===== src/design/i2cms_pkg.sv =====
// Package for the I2C master bit sequencer.
// Holds the action, status and command codes, and the command descriptor type.
// No dependencies.
package i2cms_pkg;

   localparam int QUEUE_DEPTH_DEF = 2;
   localparam logic [7:0] ACK_LIMIT_RESET = 8'd250;
   localparam int BYTE_W = 8;

   localparam logic [2:0] ACT_START = 3'd0;
   localparam logic [2:0] ACT_STOP = 3'd1;
   localparam logic [2:0] ACT_SEND = 3'd2;
   localparam logic [2:0] ACT_BEGIN_ACK = 3'd3;
   localparam logic [2:0] ACT_ACK_SAMPLE = 3'd4;

   localparam logic [1:0] ACK_NONE = 2'd0;
   localparam logic [1:0] ACK_OK = 2'd1;
   localparam logic [1:0] ACK_TIMEOUT = 2'd2;

   typedef enum logic [2:0] {
      OP_START,
      OP_STOP,
      OP_SEND,
      OP_BEGIN,
      OP_ACKOK,
      OP_HOLD
   } op_type;

   typedef struct packed {
      op_type op;
      logic [BYTE_W-1:0] data;
      logic scl;
      logic sda;
      logic drive;
      logic [1:0] status;
   } desc_type;

   typedef struct packed {
      logic full;
      logic empty;
   } q_status_type;

endpackage


===== src/design/i2cms_front.sv =====
// Front end: accepts commands, tracks ack wait, miss count and held line state,
// and pushes one descriptor per command with a defined action code. Depends on i2cms_pkg.
module i2cms_front (
   input  logic                   clock,
   input  logic                   reset,
   input  logic                   req_valid,
   output logic                   req_stall,
   input  logic [2:0]             req_action,
   input  logic [7:0]             req_tx_byte,
   input  logic                   req_sda_level,
   input  logic                   csr_valid,
   output logic                   csr_ready,
   input  logic [7:0]             csr_data,
   input  i2cms_pkg::q_status_type q_status,
   output logic                   q_push,
   output i2cms_pkg::desc_type    q_wdata
);
   import i2cms_pkg::*;

   logic [7:0] limit_ff, limit_in;
   logic [7:0] miss_ff, miss_in, miss_inc;
   logic       await_ff, await_in;
   logic       scl_ff, scl_in, sda_ff, sda_in, drv_ff, drv_in;
   logic       accept;

   assign req_stall = q_status.full;
   assign csr_ready = 1'b1;
   assign accept    = req_valid && !q_status.full;
   assign miss_inc  = (miss_ff == 8'hFF) ? miss_ff : miss_ff + 8'd1;

   always_comb begin
      limit_in = (csr_valid && csr_ready) ? csr_data : limit_ff;
      miss_in  = miss_ff;
      await_in = await_ff;
      scl_in   = scl_ff;
      sda_in   = sda_ff;
      drv_in   = drv_ff;
      q_push   = 1'b0;
      q_wdata.op     = OP_HOLD;
      q_wdata.data   = req_tx_byte;
      q_wdata.scl    = scl_ff;
      q_wdata.sda    = sda_ff;
      q_wdata.drive  = drv_ff;
      q_wdata.status = ACK_NONE;
      if (accept) begin
         unique case (req_action)
            ACT_START: begin
               q_push = 1'b1;
               q_wdata.op = OP_START;
               await_in = 1'b0;
               {scl_in, sda_in, drv_in} = 3'b001;
            end
            ACT_STOP: begin
               q_push = 1'b1;
               q_wdata.op = OP_STOP;
               await_in = 1'b0;
               {scl_in, sda_in, drv_in} = 3'b111;
            end
            ACT_SEND: begin
               q_push = 1'b1;
               q_wdata.op = OP_SEND;
               await_in = 1'b0;
               {scl_in, sda_in, drv_in} = {1'b0, req_tx_byte[0], 1'b1};
            end
            ACT_BEGIN_ACK: begin
               q_push = 1'b1;
               q_wdata.op = OP_BEGIN;
               await_in = 1'b1;
               miss_in = '0;
               {scl_in, sda_in, drv_in} = 3'b110;
            end
            ACT_ACK_SAMPLE: begin
               q_push = 1'b1;
               if (!await_ff) begin
                  q_wdata.op = OP_HOLD;
               end else if (!req_sda_level) begin
                  q_wdata.op = OP_ACKOK;
                  q_wdata.status = ACK_OK;
                  await_in = 1'b0;
                  {scl_in, sda_in, drv_in} = 3'b010;
               end else begin
                  miss_in = miss_inc;
                  if (miss_inc > limit_ff) begin
                     q_wdata.op = OP_STOP;
                     q_wdata.status = ACK_TIMEOUT;
                     await_in = 1'b0;
                     {scl_in, sda_in, drv_in} = 3'b111;
                  end else begin
                     q_wdata.op = OP_HOLD;
                  end
               end
            end
            default: begin
               q_push = 1'b0;
            end
         endcase
      end
   end

   always_ff @(posedge clock) begin
      if (reset) begin
         limit_ff <= ACK_LIMIT_RESET;
         miss_ff  <= '0;
         await_ff <= 1'b0;
         scl_ff   <= 1'b1;
         sda_ff   <= 1'b1;
         drv_ff   <= 1'b1;
      end else begin
         limit_ff <= limit_in;
         miss_ff  <= miss_in;
         await_ff <= await_in;
         scl_ff   <= scl_in;
         sda_ff   <= sda_in;
         drv_ff   <= drv_in;
      end
   end

endmodule


===== src/design/i2cms_queue.sv =====
// Small register FIFO of command descriptors between front and back ends.
// Depends on i2cms_pkg.
module i2cms_queue #(
   parameter int DEPTH = i2cms_pkg::QUEUE_DEPTH_DEF
) (
   input  logic                    clock,
   input  logic                    reset,
   input  logic                    push,
   input  i2cms_pkg::desc_type     wdata,
   input  logic                    pop,
   output i2cms_pkg::desc_type     rdata,
   output i2cms_pkg::q_status_type status
);
   import i2cms_pkg::*;

   localparam int PTR_W = (DEPTH > 1) ? $clog2(DEPTH) : 1;
   localparam int CNT_W = $clog2(DEPTH + 1);

   desc_type         mem_ff [DEPTH];
   logic [PTR_W-1:0] wr_ptr_ff, wr_ptr_in, rd_ptr_ff, rd_ptr_in;
   logic [CNT_W-1:0] count_ff, count_in;
   logic             do_push, do_pop;

   assign status.full  = (count_ff == CNT_W'(DEPTH));
   assign status.empty = (count_ff == '0);
   assign do_push = push && !status.full;
   assign do_pop  = pop && !status.empty;
   assign rdata   = mem_ff[rd_ptr_ff];

   always_comb begin
      wr_ptr_in = wr_ptr_ff;
      rd_ptr_in = rd_ptr_ff;
      count_in  = count_ff;
      if (do_push) begin
         wr_ptr_in = (wr_ptr_ff == PTR_W'(DEPTH - 1)) ? '0 : wr_ptr_ff + PTR_W'(1);
      end
      if (do_pop) begin
         rd_ptr_in = (rd_ptr_ff == PTR_W'(DEPTH - 1)) ? '0 : rd_ptr_ff + PTR_W'(1);
      end
      if (do_push && !do_pop) begin
         count_in = count_ff + CNT_W'(1);
      end else if (do_pop && !do_push) begin
         count_in = count_ff - CNT_W'(1);
      end
   end

   always_ff @(posedge clock) begin
      if (reset) begin
         wr_ptr_ff <= '0;
         rd_ptr_ff <= '0;
         count_ff  <= '0;
      end else begin
         wr_ptr_ff <= wr_ptr_in;
         rd_ptr_ff <= rd_ptr_in;
         count_ff  <= count_in;
      end
   end

   always_ff @(posedge clock) begin
      if (do_push) begin
         mem_ff[wr_ptr_ff] <= wdata;
      end
   end

endmodule


===== src/design/i2cms_back.sv =====
// Back end: expands one descriptor into line segments, one per cycle unless rsp_stall
// holds them back, into a registered output stage. Depends on i2cms_pkg.
module i2cms_back (
   input  logic                    clock,
   input  logic                    reset,
   input  i2cms_pkg::q_status_type q_status,
   input  i2cms_pkg::desc_type     q_rdata,
   output logic                    q_pop,
   output logic                    rsp_valid,
   input  logic                    rsp_stall,
   output logic                    rsp_scl,
   output logic                    rsp_sda_out,
   output logic                    rsp_sda_drive,
   output logic [1:0]              rsp_ack_status,
   output logic                    rsp_last
);
   import i2cms_pkg::*;

   typedef struct packed {
      logic scl;
      logic sda;
      logic drive;
      logic [1:0] status;
      logic last;
   } seg_type;

   desc_type   desc_ff, desc_in;
   logic       active_ff, active_in;
   logic [1:0] phase_ff, phase_in;
   logic [2:0] bit_ff, bit_in;
   logic       tail_ff, tail_in;
   logic       valid_ff, valid_in;
   seg_type    out_ff, seg;
   logic       load_ok, emit, bit_val;

   assign load_ok = !valid_ff || !rsp_stall;
   assign emit    = active_ff && load_ok;
   assign q_pop   = !q_status.empty && (!active_ff || (emit && seg.last));
   assign bit_val = desc_ff.data[bit_ff];

   always_comb begin
      seg = '{scl: 1'b0, sda: 1'b0, drive: 1'b1, status: ACK_NONE, last: 1'b0};
      unique case (desc_ff.op)
         OP_START: begin
            unique case (phase_ff)
               2'd0:    seg = '{1'b1, 1'b1, 1'b1, ACK_NONE, 1'b0};
               2'd1:    seg = '{1'b1, 1'b0, 1'b1, ACK_NONE, 1'b0};
               default: seg = '{1'b0, 1'b0, 1'b1, ACK_NONE, 1'b1};
            endcase
         end
         OP_STOP: begin
            unique case (phase_ff)
               2'd0:    seg = '{1'b0, 1'b0, 1'b1, ACK_NONE, 1'b0};
               2'd1:    seg = '{1'b1, 1'b0, 1'b1, ACK_NONE, 1'b0};
               default: seg = '{1'b1, 1'b1, 1'b1, desc_ff.status, 1'b1};
            endcase
         end
         OP_SEND: begin
            if (!tail_ff) begin
               seg = '{phase_ff == 2'd1, bit_val, 1'b1, ACK_NONE, 1'b0};
            end else begin
               seg = '{phase_ff == 2'd0, desc_ff.data[0], 1'b1, ACK_NONE,
                       phase_ff == 2'd1};
            end
         end
         OP_BEGIN: begin
            unique case (phase_ff)
               2'd0:    seg = '{1'b0, desc_ff.sda, desc_ff.drive, ACK_NONE, 1'b0};
               2'd1:    seg = '{1'b0, 1'b1, desc_ff.drive, ACK_NONE, 1'b0};
               default: seg = '{1'b1, 1'b1, 1'b0, ACK_NONE, 1'b1};
            endcase
         end
         OP_ACKOK: seg = '{1'b0, 1'b1, 1'b0, ACK_OK, 1'b1};
         default:  seg = '{desc_ff.scl, desc_ff.sda, desc_ff.drive, ACK_NONE, 1'b1};
      endcase
   end

   always_comb begin
      desc_in   = desc_ff;
      active_in = active_ff;
      phase_in  = phase_ff;
      bit_in    = bit_ff;
      tail_in   = tail_ff;
      valid_in  = load_ok ? emit : valid_ff;
      if (emit) begin
         if (desc_ff.op == OP_SEND && !tail_ff && phase_ff == 2'd2) begin
            phase_in = 2'd0;
            if (bit_ff == 3'd0) begin
               tail_in = 1'b1;
            end else begin
               bit_in = bit_ff - 3'd1;
            end
         end else begin
            phase_in = phase_ff + 2'd1;
         end
         if (seg.last) begin
            active_in = 1'b0;
         end
      end
      if (q_pop) begin
         active_in = 1'b1;
         desc_in   = q_rdata;
         phase_in  = 2'd0;
         bit_in    = 3'd7;
         tail_in   = 1'b0;
      end
   end

   always_ff @(posedge clock) begin
      if (reset) begin
         active_ff <= 1'b0;
         valid_ff  <= 1'b0;
         phase_ff  <= 2'd0;
         bit_ff    <= 3'd7;
         tail_ff   <= 1'b0;
      end else begin
         active_ff <= active_in;
         valid_ff  <= valid_in;
         phase_ff  <= phase_in;
         bit_ff    <= bit_in;
         tail_ff   <= tail_in;
      end
   end

   always_ff @(posedge clock) begin
      desc_ff <= desc_in;
      if (emit) begin
         out_ff <= seg;
      end
   end

   assign rsp_valid      = valid_ff;
   assign rsp_scl        = out_ff.scl;
   assign rsp_sda_out    = out_ff.sda;
   assign rsp_sda_drive  = out_ff.drive;
   assign rsp_ack_status = out_ff.status;
   assign rsp_last       = out_ff.last;

endmodule


===== src/design/i2c_master_bit_sequencer_core.sv =====
// I2C master bit sequencer top: front end, descriptor queue, segment back end.
// The first segment of an accepted command passes the queue entry, desc_ff and out_ff.
// The back end gives one segment per cycle while rsp_stall is low; a command expands
// into 3 segments (start, stop, begin ack, timeout), 1 (ack sample) or 26 (send byte).
// Synchronous reset empties the queue, sets lines high and driven, limit 250.
module i2c_master_bit_sequencer_core #(
   parameter int QUEUE_DEPTH = i2cms_pkg::QUEUE_DEPTH_DEF
) (
   input  logic       clock,
   input  logic       reset,
   input  logic       req_valid,
   output logic       req_stall,
   input  logic [2:0] req_action,
   input  logic [7:0] req_tx_byte,
   input  logic       req_sda_level,
   output logic       rsp_valid,
   input  logic       rsp_stall,
   output logic       rsp_scl,
   output logic       rsp_sda_out,
   output logic       rsp_sda_drive,
   output logic [1:0] rsp_ack_status,
   output logic       rsp_last,
   input  logic       csr_valid,
   output logic       csr_ready,
   input  logic [7:0] csr_data
);
   import i2cms_pkg::*;

   q_status_type q_status;
   desc_type     q_wdata, q_rdata;
   logic         q_push, q_pop;

   i2cms_front u_front (
      .clock         (clock),
      .reset         (reset),
      .req_valid     (req_valid),
      .req_stall     (req_stall),
      .req_action    (req_action),
      .req_tx_byte   (req_tx_byte),
      .req_sda_level (req_sda_level),
      .csr_valid     (csr_valid),
      .csr_ready     (csr_ready),
      .csr_data      (csr_data),
      .q_status      (q_status),
      .q_push        (q_push),
      .q_wdata       (q_wdata)
   );

   i2cms_queue #(
      .DEPTH (QUEUE_DEPTH)
   ) u_queue (
      .clock  (clock),
      .reset  (reset),
      .push   (q_push),
      .wdata  (q_wdata),
      .pop    (q_pop),
      .rdata  (q_rdata),
      .status (q_status)
   );

   i2cms_back u_back (
      .clock          (clock),
      .reset          (reset),
      .q_status       (q_status),
      .q_rdata        (q_rdata),
      .q_pop          (q_pop),
      .rsp_valid      (rsp_valid),
      .rsp_stall      (rsp_stall),
      .rsp_scl        (rsp_scl),
      .rsp_sda_out    (rsp_sda_out),
      .rsp_sda_drive  (rsp_sda_drive),
      .rsp_ack_status (rsp_ack_status),
      .rsp_last       (rsp_last)
   );

`ifndef SYNTHESIS
   a_status_on_last: assert property (@(posedge clock) disable iff (reset)
      rsp_valid && rsp_ack_status != ACK_NONE |-> rsp_last)
      else $error("ack status on a non-final segment");

   a_released_high: assert property (@(posedge clock) disable iff (reset)
      rsp_valid && !rsp_sda_drive |-> rsp_sda_out)
      else $error("released SDA not held high");

   a_queue_flags: assert property (@(posedge clock) disable iff (reset)
      !(q_status.full && q_status.empty))
      else $error("queue full and empty at once");

   a_pop_nonempty: assert property (@(posedge clock) disable iff (reset)
      q_pop |-> !q_status.empty)
      else $error("pop from empty queue");
`endif

endmodule


===== config.mk =====
export PLATFORM = sky130hd
export DESIGN_NAME = i2c_master_bit_sequencer_core
export DESIGN_NICKNAME = d
export VERILOG_FILES = /design/src/design/i2cms_pkg.sv /design/src/design/i2cms_front.sv /design/src/design/i2cms_queue.sv /design/src/design/i2cms_back.sv /design/src/design/i2c_master_bit_sequencer_core.sv
export SDC_FILE = /design/constraint.sdc
export NUM_CORES = 1
export LEC_CHECK = 0
export ABC_AREA = 1
export BUFFER_PORTS_ARGS = -buffer_cell sky130_fd_sc_hd__buf_2
export CAP_MARGIN = 20
export CELL_PAD_IN_SITES_DETAIL_PLACEMENT = 1
export CELL_PAD_IN_SITES_GLOBAL_PLACEMENT = 2
export CORE_MARGIN = 3
export CORE_UTILIZATION = 38
export DETAILED_ROUTE_END_ITERATION = 16
export MAX_ROUTING_LAYER = met4
export PLACE_DENSITY_LB_ADDON = 0.2
export SYNTH_ARGS = -nofsm -noshare
export SYNTH_HDL_FRONTEND = slang
export SYNTH_HIERARCHICAL = 1
export SYNTH_SLANG_ARGS = --single-unit

===== constraint.sdc =====
create_clock -name clock -period 2.4 [get_ports clock]
set_input_delay 0.36 -clock clock [delete_from_list [all_inputs] [get_ports clock]]
set_output_delay 0.36 -clock clock [all_outputs]
set_load 0.1 [all_outputs]

==> reports/results.ini <==
[status]
status = complete, no violations

[setup_path]
critical_path.endpoint_type = register
rr_startpoint = u_front/miss_ff[1]
crit_arrival_ns = 2.48
worst-setup-path-type = register to register
critical_path.startpoint = u_front/miss_ff[1]
worstPathRequired_ns = 2.51
crit_fanout = 4
worst_setup_path_start_kind = register

[floorplan]
design.portCount = 34
start_util_pct = 39.9
die-width_um = 111
core_um2 = 10500
row_count = 37
die-area_um2 = 12300
die_y_um = 111

[sta]
grt_setup_unrepaired = yes
fin_worst_skew_ns = 0.00776
report.final.slew_viol_count = 0
achievable-frequency_mhz = 422
fin_worst_hold_slack_ns = 0.178
final_hold_viol_count = 0
finalCritPeriodShare_pct = 98.6
finalSetupViolCount = 0
min_period_ns = 2.37

[worst_hold_path]
worst_hold_path_type = input pin to register
min_from = req_tx_byte[3]

[clock_network]
source_to_sink_clock_delay_at_the_later_pin_of_the_worst_skew_pair_ns = 0.37
clockRootBuffer = sky130_fd_sc_hd__clkbuf_8
cts_h_tree_lvls = 3
post_cts_hold_buffer_count = 0
tritoncts_num_sinks = 87
number_of_buffers_created_by_cts = 9
cts-root-to-sink-buffers = 2
cts_tree = done
clk_transition_reported_paths_ns = 0.09

[power_and_ir_drop]
total_power_uw = 4750
power_per_cell_area_nw_per_um2 = 975
power.leakage_uw = 0.00199
ir_worst_vdd_mv = 0.558

[synthesis]
synth_sequential_area_ratio_pct = 54.5
mappedNetlistNets = 459
area_fraction_in_compound_gates_after_synthesis_pct = 8.60
synth.yosys.warnings = 6
synth.avg_cell_area_um2 = 9.93
synth.area.top_cells = sky130_fd_sc_hd__edfxtp_1, sky130_fd_sc_hd__dfxtp_1, sky130_fd_sc_hd__nand2_1
synth_top_family_by_area = simple AND/OR/NAND/NOR gates
synth_xor_area_share_pct = 0.418
post_synth_mux_area_share_pct = 5.44
synth-edff-count = 54
yosysMostFrequentCell = sky130_fd_sc_hd__nand2_1
synth_top_area_share_pct = 38.7
netlist_area_um2 = 4190
yosys-top-cells-count = sky130_fd_sc_hd__nand2_1, sky130_fd_sc_hd__edfxtp_1, sky130_fd_sc_hd__inv_1
postSynthRegisterBits = 87
synth-main-ff-cell = sky130_fd_sc_hd__edfxtp_1
async_set_reset_flop_share_out_of_synthesis_pct = 0
synth_simple_gate_area_share_pct = 19.4
synth-adder-area-share_pct = 3.58
ys_types = 43
syn-instance-count = 422
netlist.top_cell.by_area = sky130_fd_sc_hd__edfxtp_1

[grt]
groute.layer.met3.usage_pct = 3.88
groute.layer.met2.usage_pct = 20.7
number_of_global_route_vias_before_repair = 2858
groute.layer.met1.usage_pct = 21.1
antenna_violations_before_repair = 0
global_route.overflow_total = 0
global_route.usage.total_pct = 14.9
maximum_number_of_pins_on_one_net_before_global_route_repair = 17
most_crowded_layer_after_global_routing = met1
grt_pass1_wl_um = 14100

[routing]
ant_nets = 0
firstDrtPassIters = 4
post_drt_via_cell_ratio = 4.78
detailroute.via_count = 2875
drt_iter0_drc = 121
average_detailed_routed_wire_length_per_instance_um = 14.5
routed_wl_um = 8720
drcViolationCount = 0

[place]
routability_congestion_estimate_from_global_placement = 0.796
numPortBuffers = 32
dp_hpwl_um = 6460
number_of_cells_after_detailed_placement = 584
placed_cell_area_um2 = 4470

[job]
max_cap_violations = 0

[final_layout]
post_route_cells_drive_above_1_share_pct = 31.2
cell_area_after_layout_um2 = 4870
synthToLayoutAreaGrowth_pct = 16.3
design.final.nets = 497
num_antenna_cells = 0
stdcell_count = 601
nFillCells = 1185

-- worst paths after layout --
path | to | slack, ns | cells after the start
hold reg to reg | u_front/limit_ff[2] | 0.47 | 2
setup reg to reg | u_queue/mem_ff[0][15] | 0.03 | 18
hold / removal | u_queue/mem_ff[1][8] | 0.18 | 1
setup / recovery | u_queue/mem_ff[0][15] | 0.03 | 18
-- worst max-delay path, stage by stage (launching register included) --
cell	delay [ns]
sky130_fd_sc_hd__dfxtp_2	0.35
sky130_fd_sc_hd__ha_4	0.16
sky130_fd_sc_hd__nand2_1	0.07
sky130_fd_sc_hd__inv_2	0.05
sky130_fd_sc_hd__nand2_4	0.06
sky130_fd_sc_hd__nor2_4	0.05
sky130_fd_sc_hd__buf_4	0.14
sky130_fd_sc_hd__inv_2	0.05
sky130_fd_sc_hd__nor2_1	0.05
sky130_fd_sc_hd__o21ai_2	0.17
sky130_fd_sc_hd__inv_2	0.08
sky130_fd_sc_hd__ha_4	0.26
sky130_fd_sc_hd__nand2_2	0.08
sky130_fd_sc_hd__a21oi_2	0.11
sky130_fd_sc_hd__nor2_1	0.06
sky130_fd_sc_hd__nand2_2	0.08
sky130_fd_sc_hd__nand2_4	0.07
sky130_fd_sc_hd__o21ai_2	0.15
sky130_fd_sc_hd__nand3_2	0.09
-- routing by layer --
layer  vias up  part of all wire [%]
met3        12                   3.0
met5         -                     0
li1       1480                     -
met1      1351                    53
met2        32                    43
met4         0                   1.4
-- cell usage in the layout, fill, tap and decap left out, drive strengths merged --
| master | instances |
|---|---|
| nand2 | 80 |
| inv | 56 |
| edfxtp | 54 |
| nor2 | 46 |
| buf | 44 |
| o21ai | 34 |
| dfxtp | 33 |
| a21oi | 27 |
| nand3 | 26 |
| mux2 | 16 |
| ha | 12 |
| clkbuf | 10 |
| nand4 | 5 |
| or2 | 3 |
| bufinv | 2 |
| a31oi | 2 |
| nand3b | 2 |
| nor3 | 2 |
| clkinv | 2 |
| o22ai | 1 |
| a22o | 1 |
| xor2 | 1 |
| mux2i | 1 |
| xnor2 | 1 |
| and3 | 1 |
| a21o | 1 |
| conb | 1 |
| and2 | 1 |
-- cell families after synthesis --
family	count (synthesis)
and+or+nand+nor	166
DFF	87
buffers and inverters	71
AOI/OAI and AO/OA	66
muxes	17
adders and majority gates	12
xor gates and xnor gates	2
other	1
-- state kept, by name, summed over array words and instances (netlist names), 2 cells and up, named ones only --
name	cells
u_back/bit_ff	3
u_back/desc_ff	16
u_back/phase_ff	2
u_back/rsp_ack_status	2
u_front/limit_ff	8
u_front/miss_ff	8
u_queue/count_ff	2
u_queue/mem_ff	32
-- cell type report --
| type | instances | area (um2) | area share (%) |
|---|---|---|---|
| sequential | 87 | 2290 | 46.9 |
| tap | 136 | 170 | 3.49 |
| clock buffer | 10 | 138 | 2.82 |
| multi-input combinational | 264 | 1720 | 35.4 |
| inverter | 54 | 205 | 4.21 |
| clock inverter | 6 | 97.6 | 2.00 |
| timing repair buffer | 44 | 254 | 5.21 |
-- what timing repair did --
item                       4_1_cts  5_1_grt
pin swaps                        0       10
setup endpoints to repair        5        8
cloned                           0        0
resized for setup                4       34
buffers inserted                 0        1
-- through the flow --
step	TNS [ns]	setup WS (ns)	utilization [%]
after detailed placement	-0.0800	-0.0292	42.6
after floorplan	0	0.0595	-
final	0	0.0330	46.4
after global routing	-0.580	-0.122	46.4
after CTS	0	0.00698	44.9
after global placement	0	0.0899	42.6
-- where the power goes --
group | switching (uW) | internal, uW | leakage (uW)
logic | 1000 | 437 | 0.00111
registers | 149 | 1980 | 0.000766
clock network | 555 | 631 | 0.000119
total | 1710 | 3040 | 0.00199
No activity file was read; power rests on OpenSTA's default activity.
